[src/design/sle_pkg.sv]
// Shared types, constants and the pattern row address function for sprite line evaluation.
package sle_pkg;

   // Default sizes for the top level parameters
   localparam int ENTRY_COUNT_DEFAULT = 64;
   localparam int LINE_SLOTS_DEFAULT  = 8;

   // Store row layout: four bytes per sprite entry
   localparam int LANE_COUNT = 4;
   localparam int LANE_BITS  = 8;
   localparam int ROW_BITS   = LANE_COUNT * LANE_BITS;

   // Command codes of the request word
   localparam logic CMD_WRITE = 1'b0;
   localparam logic CMD_EVAL  = 1'b1;

   // Configuration register indexes
   localparam int               CSR_INDEX_W   = 2;
   localparam logic [CSR_INDEX_W-1:0] CSR_TALL      = 2'd0;
   localparam logic [CSR_INDEX_W-1:0] CSR_TABLE_SEL = 2'd1;

   typedef struct packed {
      logic       command;
      logic [7:0] store_address;
      logic [7:0] store_data;
      logic [7:0] line_number;
   } req_type;

   typedef struct packed {
      logic        found;
      logic [2:0]  slot_index;
      logic [12:0] plane_address;
      logic [7:0]  horizontal_pos;
      logic [1:0]  palette_choice;
      logic        behind_background;
      logic        mirror_horizontal;
      logic        zero_on_line;
      logic        overflow_flag;
      logic        last_result;
   } rsp_type;

   // Per-sprite data held between the scan and the result output
   typedef struct packed {
      logic [12:0] plane_address;
      logic [7:0]  horizontal_pos;
      logic [1:0]  palette_choice;
      logic        behind_background;
      logic        mirror_horizontal;
   } slot_type;

   // Low bit plane row address for one sprite, offset being the row within the sprite
   function automatic logic [12:0] plane_row_address(
      input logic       tall,
      input logic       table_sel,
      input logic [7:0] tile,
      input logic [7:0] attr,
      input logic [3:0] offset
   );
      logic       vflip;
      logic [2:0] row;
      logic       top;
      logic       half;
      vflip = attr[7];
      row   = vflip ? ~offset[2:0] : offset[2:0];
      top   = ~offset[3];
      // bottom tile of the pair unless top half and flip disagree
      half  = ~(top ^ vflip);
      if (tall) begin
         return {tile[0], tile[7:1], half, 1'b0, row};
      end else begin
         return {table_sel, tile, 1'b0, row};
      end
   endfunction

endpackage

[src/design/sle_store.sv]
// Sprite attribute store: one row per entry, byte lane writes, registered read.
module sle_store #(
   parameter int ENTRY_COUNT = sle_pkg::ENTRY_COUNT_DEFAULT
) (
   input  logic                                clock,
   input  logic                                wr_en,
   input  logic [$clog2(ENTRY_COUNT)-1:0]      wr_index,
   input  logic [sle_pkg::LANE_COUNT-1:0]      wr_lanes,
   input  logic [sle_pkg::ROW_BITS-1:0]        wr_data,
   input  logic                                rd_en,
   input  logic [$clog2(ENTRY_COUNT)-1:0]      rd_index,
   output logic [sle_pkg::ROW_BITS-1:0]        rd_data
);
   import sle_pkg::*;

   logic [ROW_BITS-1:0] mem [ENTRY_COUNT];
   logic [ROW_BITS-1:0] rd_data_ff;

   // Write the enabled byte lanes of one row
   always_ff @(posedge clock) begin
      if (wr_en) begin
         for (int i = 0; i < LANE_COUNT; i++) begin
            if (wr_lanes[i]) begin
               mem[wr_index][i*LANE_BITS +: LANE_BITS] <= wr_data[i*LANE_BITS +: LANE_BITS];
            end
         end
      end
   end

   // Read one row, data valid the next cycle
   always_ff @(posedge clock) begin
      if (rd_en) begin
         rd_data_ff <= mem[rd_index];
      end
   end

   assign rd_data = rd_data_ff;

endmodule

[src/design/sprite_line_evaluation.sv]
// Top level of sprite line evaluation: sequencer, slot buffer and result register.
//
// Usage:
//  - Request channel (req_valid / req_stall / req_data) takes one word per item.
//    A write word stores one byte of the sprite attribute store (entry*4 + field)
//    and gives no result.
//  - An evaluate word scans all ENTRY_COUNT entries, one store row per cycle from
//    the store's read port, then sends one result word per kept sprite (at most
//    LINE_SLOTS), or one word with found = 0 when no sprite is on the line.
//    req_stall is high for the whole scan and while the result words are sent.
//  - Result channel (rsp_valid / rsp_stall / rsp_data) is driven from an output
//    register. While the receiver stalls, the word holds and the sequence waits;
//    the next request is taken as soon as the last word sits in that register.
//  - Configuration channel (csr_valid / csr_ready / csr_index / csr_data) is
//    always ready; bit 0 of csr_data is used. Write it only while idle.
//  - After reset a clearing pass zeroes the store, one row per cycle;
//    req_stall stays high until it ends.
module sprite_line_evaluation #(
   parameter int ENTRY_COUNT = sle_pkg::ENTRY_COUNT_DEFAULT,
   parameter int LINE_SLOTS  = sle_pkg::LINE_SLOTS_DEFAULT
) (
   input  logic                              clock,
   input  logic                              reset,
   input  logic                              req_valid,
   output logic                              req_stall,
   input  sle_pkg::req_type                  req_data,
   output logic                              rsp_valid,
   input  logic                              rsp_stall,
   output sle_pkg::rsp_type                  rsp_data,
   input  logic                              csr_valid,
   output logic                              csr_ready,
   input  logic [sle_pkg::CSR_INDEX_W-1:0]   csr_index,
   input  logic [7:0]                        csr_data
);
   import sle_pkg::*;

   localparam int ENTRY_W     = $clog2(ENTRY_COUNT);
   localparam int STORE_BYTES = ENTRY_COUNT * LANE_COUNT;
   localparam int KEEP_W      = $clog2(LINE_SLOTS + 1);
   localparam int SLOT_W      = (LINE_SLOTS > 1) ? $clog2(LINE_SLOTS) : 1;
   localparam logic [ENTRY_W-1:0] LAST_ENTRY = ENTRY_W'(ENTRY_COUNT - 1);
   localparam logic [KEEP_W-1:0]  SLOT_LIMIT = KEEP_W'(LINE_SLOTS);

   typedef enum logic [1:0] {
      ST_CLEAR,
      ST_IDLE,
      ST_SCAN,
      ST_EMIT
   } state_type;

   state_type           state_ff, state_in;
   logic [ENTRY_W-1:0]  ptr_ff, ptr_in;
   logic                issue_ff, issue_in;
   logic                eval_valid_ff, eval_valid_in;
   logic [ENTRY_W-1:0]  eval_entry_ff, eval_entry_in;
   logic [7:0]          line_ff, line_in;
   logic [KEEP_W-1:0]   kept_ff, kept_in;
   logic                zero_ff, zero_in;
   logic                over_ff, over_in;
   logic [KEEP_W-1:0]   emit_ptr_ff, emit_ptr_in;
   logic                rsp_valid_ff, rsp_valid_in;
   rsp_type             rsp_ff, rsp_in;
   logic                tall_ff, tall_in;
   logic                table_sel_ff, table_sel_in;
   slot_type            slot_buf_ff [LINE_SLOTS];

   logic                slot_we;
   slot_type            slot_wdata;

   logic                   wr_en;
   logic [ENTRY_W-1:0]     wr_index;
   logic [LANE_COUNT-1:0]  wr_lanes;
   logic [ROW_BITS-1:0]    wr_data;
   logic                   rd_en;
   logic [ROW_BITS-1:0]    rd_data;

   logic [7:0]  ent_y, ent_tile, ent_attr, ent_x;
   logic [8:0]  diff;
   logic        hit;
   logic        out_free;
   logic        emit_last;
   slot_type    emit_rec;

   sle_store #(
      .ENTRY_COUNT(ENTRY_COUNT)
   ) u_store (
      .clock    (clock),
      .wr_en    (wr_en),
      .wr_index (wr_index),
      .wr_lanes (wr_lanes),
      .wr_data  (wr_data),
      .rd_en    (rd_en),
      .rd_index (ptr_ff),
      .rd_data  (rd_data)
   );

   // Split the returned row and test the line against it
   always_comb begin
      ent_y    = rd_data[0*LANE_BITS +: LANE_BITS];
      ent_tile = rd_data[1*LANE_BITS +: LANE_BITS];
      ent_attr = rd_data[2*LANE_BITS +: LANE_BITS];
      ent_x    = rd_data[3*LANE_BITS +: LANE_BITS];
      diff     = {1'b0, line_ff} - {1'b0, ent_y};
      hit      = ~diff[8] && (diff[7:4] == 4'd0) && (tall_ff || ~diff[3]);
      slot_wdata.plane_address     = plane_row_address(tall_ff, table_sel_ff, ent_tile,
                                                       ent_attr, diff[3:0]);
      slot_wdata.horizontal_pos    = ent_x;
      slot_wdata.palette_choice    = ent_attr[1:0];
      slot_wdata.behind_background = ent_attr[5];
      slot_wdata.mirror_horizontal = ent_attr[6];
   end

   // Result side helpers
   assign out_free  = ~rsp_valid_ff | ~rsp_stall;
   assign emit_last = (KEEP_W'(emit_ptr_ff + 1'b1) == kept_ff);
   assign emit_rec  = slot_buf_ff[emit_ptr_ff[SLOT_W-1:0]];
   assign rd_en     = (state_ff == ST_SCAN) && issue_ff;

   // Configuration registers
   always_comb begin
      tall_in      = tall_ff;
      table_sel_in = table_sel_ff;
      if (csr_valid && csr_ready) begin
         case (csr_index)
            CSR_TALL:      tall_in      = csr_data[0];
            CSR_TABLE_SEL: table_sel_in = csr_data[0];
            default: ;
         endcase
      end
   end

   // Sequencer: clear, accept, scan, emit
   always_comb begin
      state_in      = state_ff;
      ptr_in        = ptr_ff;
      issue_in      = issue_ff;
      eval_valid_in = 1'b0;
      eval_entry_in = eval_entry_ff;
      line_in       = line_ff;
      kept_in       = kept_ff;
      zero_in       = zero_ff;
      over_in       = over_ff;
      emit_ptr_in   = emit_ptr_ff;
      rsp_valid_in  = rsp_valid_ff & rsp_stall;
      rsp_in        = rsp_ff;
      slot_we       = 1'b0;
      wr_en         = 1'b0;
      wr_index      = ptr_ff;
      wr_lanes      = '1;
      wr_data       = '0;

      case (state_ff)
         ST_CLEAR: begin
            wr_en = 1'b1;
            if (ptr_ff == LAST_ENTRY) begin
               ptr_in   = '0;
               state_in = ST_IDLE;
            end else begin
               ptr_in = ptr_ff + 1'b1;
            end
         end

         ST_IDLE: begin
            if (req_valid) begin
               if (req_data.command == CMD_EVAL) begin
                  state_in = ST_SCAN;
                  line_in  = req_data.line_number;
                  ptr_in   = '0;
                  issue_in = 1'b1;
                  kept_in  = '0;
                  zero_in  = 1'b0;
                  over_in  = 1'b0;
               end else if (32'(req_data.store_address) < STORE_BYTES) begin
                  // store one byte in its lane; addresses past the store drop
                  wr_en    = 1'b1;
                  wr_index = ENTRY_W'(req_data.store_address[7:2]);
                  wr_lanes = LANE_COUNT'(1) << req_data.store_address[1:0];
                  wr_data  = {LANE_COUNT{req_data.store_data}};
               end
            end
         end

         ST_SCAN: begin
            // issue one row read per cycle
            if (issue_ff) begin
               eval_valid_in = 1'b1;
               eval_entry_in = ptr_ff;
               if (ptr_ff == LAST_ENTRY) begin
                  issue_in = 1'b0;
               end else begin
                  ptr_in = ptr_ff + 1'b1;
               end
            end
            // evaluate the row that came back
            if (eval_valid_ff) begin
               if (hit) begin
                  if (kept_ff < SLOT_LIMIT) begin
                     slot_we = 1'b1;
                     kept_in = kept_ff + 1'b1;
                     if (eval_entry_ff == '0) begin
                        zero_in = 1'b1;
                     end
                  end else begin
                     over_in = 1'b1;
                  end
               end
               if (eval_entry_ff == LAST_ENTRY) begin
                  state_in    = ST_EMIT;
                  emit_ptr_in = '0;
                  ptr_in      = '0;
               end
            end
         end

         ST_EMIT: begin
            if (out_free) begin
               rsp_valid_in = 1'b1;
               if (kept_ff == '0) begin
                  rsp_in             = '0;
                  rsp_in.last_result = 1'b1;
                  state_in           = ST_IDLE;
               end else begin
                  rsp_in.found             = 1'b1;
                  rsp_in.slot_index        = 3'(emit_ptr_ff);
                  rsp_in.plane_address     = emit_rec.plane_address;
                  rsp_in.horizontal_pos    = emit_rec.horizontal_pos;
                  rsp_in.palette_choice    = emit_rec.palette_choice;
                  rsp_in.behind_background = emit_rec.behind_background;
                  rsp_in.mirror_horizontal = emit_rec.mirror_horizontal;
                  rsp_in.zero_on_line      = zero_ff;
                  rsp_in.overflow_flag     = over_ff;
                  rsp_in.last_result       = emit_last;
                  if (emit_last) begin
                     state_in = ST_IDLE;
                  end else begin
                     emit_ptr_in = emit_ptr_ff + 1'b1;
                  end
               end
            end
         end

         default: begin
            state_in = ST_IDLE;
         end
      endcase
   end

   // Hold state, control and registered outputs
   always_ff @(posedge clock) begin
      if (reset) begin
         state_ff      <= ST_CLEAR;
         ptr_ff        <= '0;
         issue_ff      <= 1'b0;
         eval_valid_ff <= 1'b0;
         kept_ff       <= '0;
         zero_ff       <= 1'b0;
         over_ff       <= 1'b0;
         emit_ptr_ff   <= '0;
         rsp_valid_ff  <= 1'b0;
         tall_ff       <= 1'b0;
         table_sel_ff  <= 1'b0;
      end else begin
         state_ff      <= state_in;
         ptr_ff        <= ptr_in;
         issue_ff      <= issue_in;
         eval_valid_ff <= eval_valid_in;
         kept_ff       <= kept_in;
         zero_ff       <= zero_in;
         over_ff       <= over_in;
         emit_ptr_ff   <= emit_ptr_in;
         rsp_valid_ff  <= rsp_valid_in;
         tall_ff       <= tall_in;
         table_sel_ff  <= table_sel_in;
      end
      // payload needs no reset
      eval_entry_ff <= eval_entry_in;
      line_ff       <= line_in;
      rsp_ff        <= rsp_in;
      if (slot_we) begin
         slot_buf_ff[kept_ff[SLOT_W-1:0]] <= slot_wdata;
      end
   end

   assign req_stall = (state_ff != ST_IDLE);
   assign rsp_valid = rsp_valid_ff;
   assign rsp_data  = rsp_ff;
   assign csr_ready = 1'b1;

endmodule
[config.mk]
export PLATFORM = sky130hd
export DESIGN_NAME = sprite_line_evaluation
export DESIGN_NICKNAME = d
export VERILOG_FILES = /design/src/design/sle_pkg.sv /design/src/design/sle_store.sv /design/src/design/sprite_line_evaluation.sv
export SDC_FILE = /design/constraint.sdc
export NUM_CORES = 2
export LEC_CHECK = 0
export ABC_AREA = 1
export BUFFER_PORTS_ARGS = -buffer_cell sky130_fd_sc_hd__buf_2
export CORE_MARGIN = 10
export CORE_UTILIZATION = 35
export DETAILED_ROUTE_END_ITERATION = 6
export GPL_TIMING_DRIVEN = 1
export SLEW_MARGIN = 5
export SYNTH_ARGS = -nofsm -noshare
export SYNTH_HDL_FRONTEND = slang
export SYNTH_SLANG_ARGS = --single-unit
[constraint.sdc]
create_clock -name clock -period 10.4 [get_ports clock]
set_input_delay 0.52 -clock clock [delete_from_list [all_inputs] [get_ports clock]]
set_output_delay 0.52 -clock clock [all_outputs]
set_load 0.03 [all_outputs]
==> load_flow_metrics.sql <==
INSERT INTO impl_metrics (metric_group, metric, value, unit) VALUES
('status', 'outcome', 'completed', ''),
('floorplan', 'die_x', '516', 'µm'),
('finish', 'layout-drive-gt1-share', '0.0720', ''),
('power', 'power.ir.vdd_worst', '0.143', 'mV'),
('sta', 'max_slew_margin', '0.154', ''),
('synth', 'synth.lib_cells_used.distinct', '43', ''),
('synth', 'synth.yosys.warnings', '0', ''),
('worst_setup_path', 'startpoint_of_the_worst_slack_reg_to_reg_timing_path', 'ptr_ff[1]', ''),
('detailed_routing', 'num_vias', '55200', ''),
('detailed_routing', 'dr.first_iter.drc_count', '6656', ''),
('detailed_routing', 'drc', '0', ''),
('flow_run', 'cap_violations', '0', ''),
('clock_network', 'clk_pin_slew_worst_paths', '0.06', 'ns'),
('sta', 'time_the_worst_path_needs_with_i_o_delays_and_setup', '4.72', 'ns'),
('synth', 'post_synth_main_area_contributors', 'edfxtp_1, nor2_1, o21ai_0', ''),
('place', 'gpl.final_weighted_congestion', '0.835', ''),
('synth', 'ys_ff_latch', '2148', ''),
('floorplan', 'num_rows', '182', ''),
('worst_setup_path', 'setup.worst_path.start_class', 'flop', ''),
('sta', 'total_negative_slack', '0', 'ns'),
('worst_setup_path', 'critPathLaunch', 'ptr_ff[1]', ''),
('clock_network', 'max_clock_buf_depth', '3', ''),
('finish', 'fillCellCount', '22900', ''),
('clock_network', 'postCtsHoldBufs', '14', ''),
('floorplan', 'ios', '75', ''),
('worst_setup_path', 'cp.arrival', '5.42', 'ns'),
('synth', 'cell_with_the_most_instances_after_synthesis', 'edfxtp_1', ''),
('detailed_routing', 'detailed_route_wire_length', '231000', 'µm'),
('sta', 'layout_worst_path_cycle_share', '0.454', ''),
('finish', 'stdcell_count', '10200', ''),
('floorplan', 'floorplan.die_area', '0.266', 'mm²'),
('synth', 'synth_edf_count', '2122', ''),
('power', 'p_leak', '30.4', 'nW'),
('synth', 'synth.top_cell.area_share', '0.740', ''),
('place', 'detailed_place_hpwl', '128000', 'µm'),
('place', 'placed_cells', '9801', ''),
('detailed_routing', 'vias_per_cell', '5.41', ''),
('hold_path', 'hold_path_class', 'input port to flop', ''),
('detailed_routing', 'met3WireLength', '20400', 'µm'),
('synth', 'postSynth.asyncResetShare', '0', ''),
('worst_setup_path', 'cp_top_family', 'buffers and inverters', ''),
('sta', 'tightest_slew', '1.27', 'ns'),
('place', 'post_dp_cell_area', '0.0892', 'mm²'),
('global_routing', 'globalRoute.totalOverflow', '0', ''),
('synth', 'synth_sequential_area_ratio', '0.746', ''),
('worst_setup_path', 'path_class', 'flop to flop', ''),
('floorplan', 'initial_cell_density_of_the_core', '0.351', ''),
('worst_setup_path', 'crit_chain', 'clkinv_8 > buf_4 > buf_4 > buf_4 > o21ai_0 > o22ai_1 > nand2_1 > nand2_1 > a21oi_1 > o21ai_1 > nand3_1 > nand2_1', ''),
('finish', 'finalNetCount', '6865', ''),
('sta', 'drv_slew', '0', ''),
('detailed_routing', 'wl_met2', '105000', 'µm'),
('synth', 'yosysTopAreaCell', 'edfxtp_1', ''),
('worst_setup_path', 'crit_fanout', '109', ''),
('clock_network', 'clock_insertion_delay_at_the_later_pin_of_the_skew_report', '0.85', 'ns'),
('detailed_routing', 'drt-pass1-iter-count', '6', ''),
('sta', 'achievable-frequency', '212', 'MHz'),
('global_routing', 'first_global_vias', '52200', ''),
('power', 'power_per_cell_area', '187', 'mW/mm²'),
('synth', 'synth_cell_area', '0.0861', 'mm²'),
('clock_network', 'cts_made_buffers', '208', ''),
('worst_setup_path', 'cp-end-kind', 'flop', ''),
('floorplan', 'floorplan.core_area', '0.245', 'mm²'),
('clock_network', 'ctsRootBufferMaster', 'clkbuf_16', ''),
('place', 'placement.io_buffers', '65', ''),
('clock_network', 'postCtsSetupRepairBufs', '0', ''),
('floorplan', 'die_h', '516', 'µm'),
('detailed_routing', 'highest_layer', 'met5', ''),
('worst_setup_path', 'critical_path.max_stage_delay', '0.72', 'ns'),
('synth', 'post_synthesis_net_count', '6969', ''),
('detailed_routing', 'wl_per_cell', '22.6', 'µm'),
('sta', 'report.final.setup_viol', '0', '');
kinds of logic (layout without fill, tap and decap cells):
kind of cell,after synthesis,in the layout,synth area share
flops,2148,2148,0.746
buf+inv,559,632,0.0296
compound gates,1951,1951,0.122
xor+xnor,11,11,0.00112
simple gates,2218,2218,0.0988
fa+ha+maj,20,20,0.00299
other cells,2,7,0.0000872
where the power goes:
group	switching, mW	total (mW)	internal, mW
sequential	0.0202	9.44	9.42
combinational	0.749	1.03	0.280
clock	3.20	7.44	4.25
total	3.97	17.9	13.9
per-stage QoR:
stage	power [mW]	hold slack [ns]	utilization	worst slack [ns]
3_5_place_dp	10.6	0.487	0.363	5.79
3_3_place_gp	10.6	0.477	0.363	5.76
5_1_grt	18.5	0.0561	0.391	5.53
4_1_cts	18.0	0.0176	0.391	5.76
2_1_floorplan	10.3	0.406	-	2.00
6_report	17.9	0.0645	0.391	5.68
flip-flops by register name, indices dropped and copies added (netlist names), 2 cells and up, named ones only:
signal / cells
eval_entry_ff: 6
state_ff: 2
kept_ff: 4
emit_ptr_ff: 4
line_ff: 8
u_store.mem: 1856
ptr_ff: 6
u_store.rd_data: 29
rsp_data: 31
slot_buf_ff: 192
worst paths after layout:
path | to | slack (ns) | depth (start not counted)
setup reg to reg | u_store.rd_data[17] | 5.68 | 12
setup / recovery | u_store.rd_data[17] | 5.68 | 12
hold / removal | ptr_ff[3] | 0.06 | 2
hold reg to reg | over_ff | 0.51 | 2
final cells by class:
class | instances | area [µm²] | share of cell area
sequential | 2148 | 64300 | 0.669
multi-input combinational | 4202 | 19500 | 0.203
clock buffer | 267 | 5620 | 0.0585
tap | 3220 | 4030 | 0.0420
timing repair buffer | 164 | 1220 | 0.0127
clock inverter | 120 | 1060 | 0.0110
inverter | 81 | 343 | 0.00357
antenna | 5 | 12.5 | 0.000130
cells in the final DEF (no fill, tap or decap), drive strengths merged, types with 26 or more instances in the layout:
cell type and count:
a21oi 117, a31oi 28, buf 150, clkbuf 267
clkinv 90, dfxtp 26, edfxtp 2122, inv 83
nand2 599, nand3 59, nor2 1544, o21ai 1308
o22ai 488
layer usage:
layer / up-vias / track usage
met1: 27400 / 0.233
met5: - / 0
li1: 25000 / -
met4: 2 / 0.0676
met2: 2475 / 0.258
met3: 386 / 0.0284
(Power assumes the default switching activity.)
